===== config.mk =====
export PLATFORM = sky130hd
export DESIGN_NAME = insertion_sorter
export DESIGN_NICKNAME = d
export VERILOG_FILES = /design/src/rtl/isort_pkg.sv /design/src/rtl/isort_cell.sv /design/src/rtl/insertion_sorter.sv
export SDC_FILE = /design/constraint.sdc
export NUM_CORES = 2
export LEC_CHECK = 0
export CORE_ASPECT_RATIO = 0.6
export CORE_MARGIN = 1
export CORE_UTILIZATION = 55
export CTS_CLUSTER_DIAMETER = 30
export CTS_CLUSTER_SIZE = 14
export DETAILED_ROUTE_END_ITERATION = 8
export DONT_BUFFER_PORTS = 1
export MAX_ROUTING_LAYER = met4
export PLACE_DENSITY = 0.69
export SLEW_MARGIN = 30
export SYNTH_ARGS = -nofsm -noshare
export SYNTH_HDL_FRONTEND = slang
export SYNTH_SLANG_ARGS = --single-unit

===== constraint.sdc =====
create_clock -name clk -period 7.51 [get_ports clk]
set_input_delay 0.3755 -clock clk [delete_from_list [all_inputs] [get_ports clk]]
set_output_delay 0.3755 -clock clk [all_outputs]
set_load 0.1 [all_outputs]

===== src/rtl/isort_pkg.sv =====
// Shared types and defaults for the insertion sorter.
// No dependencies; imported by every module of the block.
package isort_pkg;

  localparam int MAX_COUNT_DEF = 16;

  typedef struct packed {
    logic signed [31:0] value;
    logic               last_item;
  } isort_in_t;

  typedef struct packed {
    logic signed [31:0] sorted_value;
    logic               last_out;
    logic               overflow;
  } isort_out_t;

  // What one cell shows its neighbors.
  typedef struct packed {
    logic               occ;
    logic               gt;
    logic signed [31:0] value;
  } isort_link_t;

endpackage


===== src/rtl/isort_cell.sv =====
// One compare-and-shift cell of the sorting chain.
// Depends on isort_pkg for the neighbor link type.
module isort_cell (
  input  logic                  clk,
  input  logic                  rst_n,
  input  logic                  ins_en,
  input  logic                  shift_en,
  input  logic signed [31:0]    new_value,
  input  isort_pkg::isort_link_t left_link,
  input  isort_pkg::isort_link_t right_link,
  output isort_pkg::isort_link_t self_link
);
  import isort_pkg::*;

  logic               occ_r, occ_nxt;
  logic signed [31:0] val_r, val_nxt;
  logic               gt;

  // Strictly greater only, so equal values keep arrival order.
  assign gt = occ_r && (val_r > new_value);

  always_comb begin
    occ_nxt = occ_r;
    val_nxt = val_r;
    if (shift_en) begin
      occ_nxt = right_link.occ;
      val_nxt = right_link.value;
    end else if (ins_en) begin
      if (left_link.gt) begin
        occ_nxt = 1'b1;
        val_nxt = left_link.value;
      end else if (left_link.occ && (gt || !occ_r)) begin
        occ_nxt = 1'b1;
        val_nxt = new_value;
      end
    end
  end

  always_ff @(posedge clk) begin
    if (!rst_n) begin
      occ_r <= 1'b0;
    end else begin
      occ_r <= occ_nxt;
    end
  end

  always_ff @(posedge clk) begin
    val_r <= val_nxt;
  end

  assign self_link.occ   = occ_r;
  assign self_link.gt    = gt;
  assign self_link.value = val_r;

endmodule


===== src/rtl/insertion_sorter.sv =====
// Stable streaming insertion sorter: top level with the cell chain and drain control.
// Depends on isort_pkg and isort_cell.
//
// Usage: values arrive on the in_ channel (valid/ready), one per transaction.
// Each accepted value is inserted into a chain of MAX_COUNT cells,
// placed after any equal values already held. A transaction carrying
// last_item is inserted too, and the next cycle the chain starts draining:
// cell 0 drives the out_ channel directly and every accepted result shifts
// the chain left by one cell. The final result carries last_out. Values that
// arrive with the chain full are dropped and every result of that set
// carries overflow.
// Throughput: one value per cycle while filling; one result per cycle while
// draining when out_ready stays high. in_ready is low during the drain, so
// no new set is accepted until the final result of this set is taken.
// The first result is valid in the cycle after the last transaction.
// A stalled receiver holds the chain and the output unchanged.
// Reset (rst_n low, synchronous) empties the chain and clears the flags.
module insertion_sorter #(
  parameter int MAX_COUNT = isort_pkg::MAX_COUNT_DEF
) (
  input  logic                 clk,
  input  logic                 rst_n,
  input  logic                 in_valid,
  output logic                 in_ready,
  input  isort_pkg::isort_in_t  in_data,
  output logic                 out_valid,
  input  logic                 out_ready,
  output isort_pkg::isort_out_t out_data
);
  import isort_pkg::*;

  isort_link_t cell_q [MAX_COUNT];
  isort_link_t head_link;
  isort_link_t tail_link;

  logic draining_r, draining_nxt;
  logic overflow_r, overflow_nxt;
  logic in_acc, out_acc, full, ins_en, last_pop;

  assign head_link = '{occ: 1'b1, gt: 1'b0, value: '0};
  assign tail_link = '{occ: 1'b0, gt: 1'b0, value: '0};

  assign in_ready = !draining_r;
  assign in_acc   = in_valid && in_ready;
  assign full     = cell_q[MAX_COUNT-1].occ;
  assign ins_en   = in_acc && !full;

  assign out_valid = draining_r;
  assign out_acc   = out_valid && out_ready;
  assign last_pop  = out_acc && !cell_q[1].occ;

  assign out_data.sorted_value = cell_q[0].value;
  assign out_data.last_out     = !cell_q[1].occ;
  assign out_data.overflow     = overflow_r;

  for (genvar i = 0; i < MAX_COUNT; i++) begin : g_cell
    isort_link_t left_l, right_l;
    if (i == 0) begin : g_first
      assign left_l = head_link;
    end else begin : g_mid_l
      assign left_l = cell_q[i-1];
    end
    if (i == MAX_COUNT - 1) begin : g_last
      assign right_l = tail_link;
    end else begin : g_mid_r
      assign right_l = cell_q[i+1];
    end
    isort_cell u_cell (
      .clk        (clk),
      .rst_n      (rst_n),
      .ins_en     (ins_en),
      .shift_en   (out_acc),
      .new_value  (in_data.value),
      .left_link  (left_l),
      .right_link (right_l),
      .self_link  (cell_q[i])
    );
  end

  always_comb begin
    draining_nxt = draining_r;
    overflow_nxt = overflow_r;
    if (in_acc && full) begin
      overflow_nxt = 1'b1;
    end
    if (in_acc && in_data.last_item) begin
      draining_nxt = 1'b1;
    end
    // drop the set flags once the final result is taken
    if (last_pop) begin
      draining_nxt = 1'b0;
      overflow_nxt = 1'b0;
    end
  end

  always_ff @(posedge clk) begin
    if (!rst_n) begin
      draining_r <= 1'b0;
      overflow_r <= 1'b0;
    end else begin
      draining_r <= draining_nxt;
      overflow_r <= overflow_nxt;
    end
  end

endmodule

* Word-level counts from Yosys, hierarchy flattened *
Cells that the tools add are included.

storage, ports and cells
  register bits after elaboration = 530
  latch bits = 0
  bits in writable memories = 0
  ROM bits = 0
  output and inout bits = 36
  memories = 0

cells by class
  $add $sub $neg = 0
  multiply operators = 0
  div/mod/pow operators = 0
  $lt $le $gt $ge = 16
  equality and inequality tests = 0
  shift operators = 0
  muxes and demuxes = 122
  bitwise logic cells = 1
  reductions and logical operators = 105

operator list
  operator           count
  $mux 32            61
  $gt 32x32->1       16
  $mux 1             61
  $reduce_bool 3->1  14
  $logic_and 1x1->1  37
  $reduce_and 2->1   16
  $logic_not 1->1    17
  $logic_or 1x1->1   16
  $reduce_bool 2->1  3
  $reduce_or 2->1    2
  $not 1->1          1

* Longest topological paths before layout *
  depth in word-level cells = 8
  depth in mapped cells = 12
  depth with buffers taken out = 10

* Cells and area by module *
Synthesis repeated with hierarchy kept, for this count alone.

second synthesis, totals
  cells, all modules = 4272
  area total of the unflattened synthesis = 41026.8 um^2

by module, submodules not included
  module            instances  cells each  area an instance (um^2)  sequential area each (um^2)
  isort_cell        16         266         2556.2                   980.9
  insertion_sorter  1          16          127.6                    40.0

* Least setup slack after synthesis *
Ideal clock, no wire load.

  path kind = input-to-reg
  from = input port in_data[32] (netlist bit)
  to = register g_cell[14].u_cell.val_r[0], enable pin
  setup time = 466 ps
  arrival time = 4692 ps
  required time = 7044 ps
  path slack = 2352 ps
  cell stages on the path = 11
  cells stage by stage = inv_1 -> ha_1 -> nand4_1 -> nor4_1 -> nor3b_1 -> a21boi_0 -> o41a_1 -> buf_2 -> buf_2 -> nor3b_1 -> o21ai_0

between the ends
  longest elaborated chain between the ends = 6

RTL lines
  element                          RTL line                source
  start: declaration               insertion_sorter.sv:25  input isort_pkg::isort_in_t in_data,
  $gt 32x32->1                     isort_cell.sv:20        assign gt = occ_r && (val_r > new_value);
  $logic_and 1x1->1                isort_cell.sv:20
  $logic_or 1x1->1                 isort_cell.sv:32        end else if (left_link.occ && (gt || !occ_r)) begin
  $logic_and 1x1->1                isort_cell.sv:32
  $reduce_bool 3->1 (no line) (*)  --
  $reduce_and 2->1 (no line) (*)   --
  end signal: assignment           isort_cell.sv:48        val_r <= val_nxt;
  end: declaration                 isort_cell.sv:16        logic signed [31:0] val_r, val_nxt;

Mark *: on every way between the ends. The rest lies on a longest branch, timed or not.
A chain may end at the register's enable or synchronous reset.

* Worst setup path after layout *
  from = register g_cell[11].u_cell.val_r[31]
  to = register g_cell[12].u_cell.val_r[18], data pin

between the ends
  longest elaborated chain between the ends = 5

RTL lines
  element                            RTL line          source
  start: declaration                 isort_cell.sv:16
  start signal: assignment           isort_cell.sv:48
  $gt 32x32->1                       isort_cell.sv:20
  $logic_and 1x1->1                  isort_cell.sv:20
  $mux 32                            isort_cell.sv:29  if (left_link.gt) begin
  $mux 32                            isort_cell.sv:28  end else if (ins_en) begin
  $mux 32                            isort_cell.sv:25  if (shift_en) begin
  via g_cell[12].u_cell.val_nxt[18]  isort_cell.sv:16
  end signal: assignment             isort_cell.sv:48
  end: declaration                   isort_cell.sv:16

The timed path passes the listed nets, and every way through them passes these cells. The select of a mux whose other input is x is not followed.

==> reports/qor.txt <==
Outcome: complete, no violations
WHS Path Cells: 2
Post-synth EDFFs: 480
Largest net degree at the start of global routing: 203
Number of synthesized register bits: 530
Buf+Inv Stages, Crit Path: 1
Fin. max-slew vios: 0
Leak: 0.0165 µW
CTS tree: done
Avg Cell Area, Syn: 9.85 µm²
Vias: 31800
Final hold slack: 19.8 ps
Worst slew pin tran: 1030 ps
Hold Crit Endpoint: g_cell[7].u_cell.val_r[31]
DRC: 0
Die Y: 201 µm
Commonest register cell after synthesis: edfxtp_1
Unrepaired setup endpoints after global routing: false
Reg clk slew, reported paths: 50 ps
Post-Synthesis Cells: 3685
Post-CTS Resized: 0
Post-Layout Inst Area: 0.0416 mm²
Final Wtd Congestion: 0.980
Maximum vdd drop: 192 µV
Worst Path Max Fanout: 17
I/O pins: 73
Detailed Route Iter0 Violations: 4626
Fin nets: 4193
Fin. Hold Viols: 0
H-tree depth: 3
Crit-path cells: ha_1 > nand4_1 > nor4_1 > a32oi_1 > and3_1 > a32oi_4 > buf_4 > mux2i_1 > o21ai_0
Rows: 72
Die Area: 0.0671 mm²
Gr usage total: 39.0%
Yosys cell types: 71
Hold Crit Class: input pin to flop
Async SR Flop Fraction: 0%
Dpl cell area: 0.0375 mm²
Initial antenna violation count: 4
Vias in the first global route: 29900
Core area: 0.0649 mm²
Register area share after synthesis: 42.5%
Register-to-Register Setup Slack: 3430 ps
Part of the cycle the worst path needs: 54.3%
Setup TNS: 0 ps
Most common cell after layout, fill and taps aside: nand2_1
Final worst slack: 3430 ps
Critical path startpoint category: flop
Antenna Nets Post-Route: 0
Most frequent cells in the layout: nand2_1, ha_1, edfxtp_1
Slew margin rel.: 31.3%
Post-Syn Nets: 4202
Max Clk Rate: 245 MHz
Critical path arrival: 4470 ps
DIE WIDTH: 334 µm
WS Path Type: flop to flop
Synth Cell Area: 0.0363 mm²
R2r startpoint: g_cell[11].u_cell.val_r[31]
Max cap viols: 0
Global-route wire length before repair: 192 mm
Starting Density: 56.0%
Clock buffer depth: 3
Clk sink count: 530
Synth warnings: 0
Tmin final: 4080 ps
CP peak stage delay: 710 ps
Wire per inst: 27.8 µm
Reg2Reg Depth: 9
Crit-path slowest cell: a32oi_4
R2r endpoint: g_cell[12].u_cell.val_r[18]
Routed WL: 129 mm
CTS Buf Count: 109
Clk_skew: 36.6 ps
Hold_sp: in_data[32]
Setup WS pre-CTS: 3050 ps
Worst-skew pair later-pin latency: 690 ps
Worst endpoint required time: 7900 ps
Total gr overflow: 0
PortBufs: 0
Final setup fails: 0
Vias/cell: 6.88
Power, Total: 10500 µW
Root Buffer Master: clkbuf_16
Power Dens Cells: 252 mW/mm²
Family with the most delay on the worst path: compound AO/OA/AOI/OAI gates
Final HPWL DP: 90.7 mm
Fill count: 5173
Proportion of layout cells with a drive suffix above 1: 7.86%
CP endpoint kind: flop
Router iterations before antenna repair: 6
Syn-to-layout area delta: 14.5%
-- sequential cells by signal, summed over array words and instances, names as in the netlist --
signal / count
overflow_r: 1
g_cell.u_cell.occ_r: 16
out_valid: 1
g_cell.u_cell.val_r: 512
-- cells in the mapped netlist (4+ instances only) --
library cell / number / area share (%)
nand2_1: 522 / 5.4
edfxtp_1: 480 / 40
ha_1: 480 / 17
nand3_1: 343 / 4.7
o211ai_1: 330 / 6.8
a21oi_1: 319 / 4.4
clkbuf_1: 175 / 1.8
mux2i_1: 162 / 4.5
nor2_1: 132 / 1.4
o21ai_0: 121 / 1.7
a21o_1: 100 / 2.1
nand4_1: 83 / 1.4
inv_1: 78 / 0.81
dfxtp_1: 50 / 2.8
buf_1: 31 / 0.32
buf_2: 27 / 0.37
nor2b_1: 20 / 0.34
and4_1: 18 / 0.43
o221ai_1: 16 / 0.39
nor4_1: 15 / 0.26
o21ai_1: 15 / 0.21
a221oi_1: 14 / 0.34
nor3_1: 13 / 0.18
o21a_1: 12 / 0.25
nor3b_1: 10 / 0.21
a31oi_1: 9 / 0.16
or3_1: 9 / 0.16
a211oi_1: 8 / 0.17
and3_1: 7 / 0.12
a41oi_1: 6 / 0.14
and2_1: 6 / 0.10
a2111o_1: 5 / 0.16
nand2b_1: 5 / 0.086
a211o_1: 4 / 0.096
buf_4: 4 / 0.083
or2_2: 4 / 0.069
-- per-stage QoR --
step | utilization [%] | std cells
after CTS | 64.0 | 4615
after floorplan | - | 3685
final | 64.1 | 4629
after detailed placement | 57.8 | 4379
after global routing | 64.1 | 4626
after global placement | 57.5 | 4371
-- layer usage --
| layer | global-route usage, % | wire length, µm |
|---|---|---|
| met1 | 60.0 | 57700 |
| met2 | 45.3 | 46500 |
| met3 | 16.3 | 22200 |
| met4 | 8.81 | 2220 |
| met5 | - | 0 |
-- worst max-delay path by stage --
stage                           startpoint                          end  slack (ps)  depth (start not counted)
6_report       g_cell[11].u_cell.val_r[31]  g_cell[12].u_cell.val_r[18]        3430                          9
5_1_grt        g_cell[11].u_cell.val_r[31]  g_cell[12].u_cell.val_r[18]        3150                          9
4_1_cts          g_cell[0].u_cell.val_r[9]   g_cell[1].u_cell.val_r[19]        3040                         11
3_5_place_dp     g_cell[0].u_cell.val_r[9]   g_cell[1].u_cell.val_r[16]        3050                         11
3_3_place_gp                     out_valid   g_cell[8].u_cell.val_r[24]        3100                          4
2_1_floorplan                  in_data[32]   g_cell[14].u_cell.val_r[0]        2350                         11
-- area by class of cell --
class,count,area [µm²],area share (%)
multi-input combinational,2837,20000,48.0
sequential,530,15400,37.1
clock buffer,133,2900,6.98
timing repair buffer,120,1130,2.72
tap,851,1060,2.56
clock inverter,67,769,1.85
inverter,78,293,0.704
antenna,13,32.5,0.0783
-- logic make-up (layout without fill, tap and decap cells) --
| kind of cell | count (synthesis) | in the layout | synth area share [%] |
|---|---|---|---|
| AND/OR/NAND/NOR | 1202 | 1202 | 15.3 |
| AO/OA/AOI/OAI | 993 | 993 | 17.7 |
| flip-flops | 530 | 530 | 42.5 |
| other | 0 | 13 | 0 |
| multiplexers | 162 | 162 | 4.47 |
| adder cells (fa/ha/maj) | 480 | 480 | 16.5 |
| buffers and inverters | 318 | 398 | 3.51 |
-- worst register-to-register path, cell delays in order, from the launching register on --
cell,delay (ps)
edfxtp_1,450
ha_1,380
nand4_1,190
nor4_1,570
a32oi_1,300
and3_1,280
a32oi_4,710
buf_4,430
mux2i_1,370
o21ai_0,120
-- power breakdown --
part / total [µW] / internal (µW) / switching (µW)
clock network: 4880 / 3160 / 1720
logic: 1710 / 615 / 1100
registers: 3870 / 3560 / 309
-- timing repair --
action                                 in CTS  in global routing
hold buffers                               36                  0
setup buffers                               0                  0
endpoints found under the hold margin     120                  0
No activity file was read; power rests on OpenSTA's default activity.
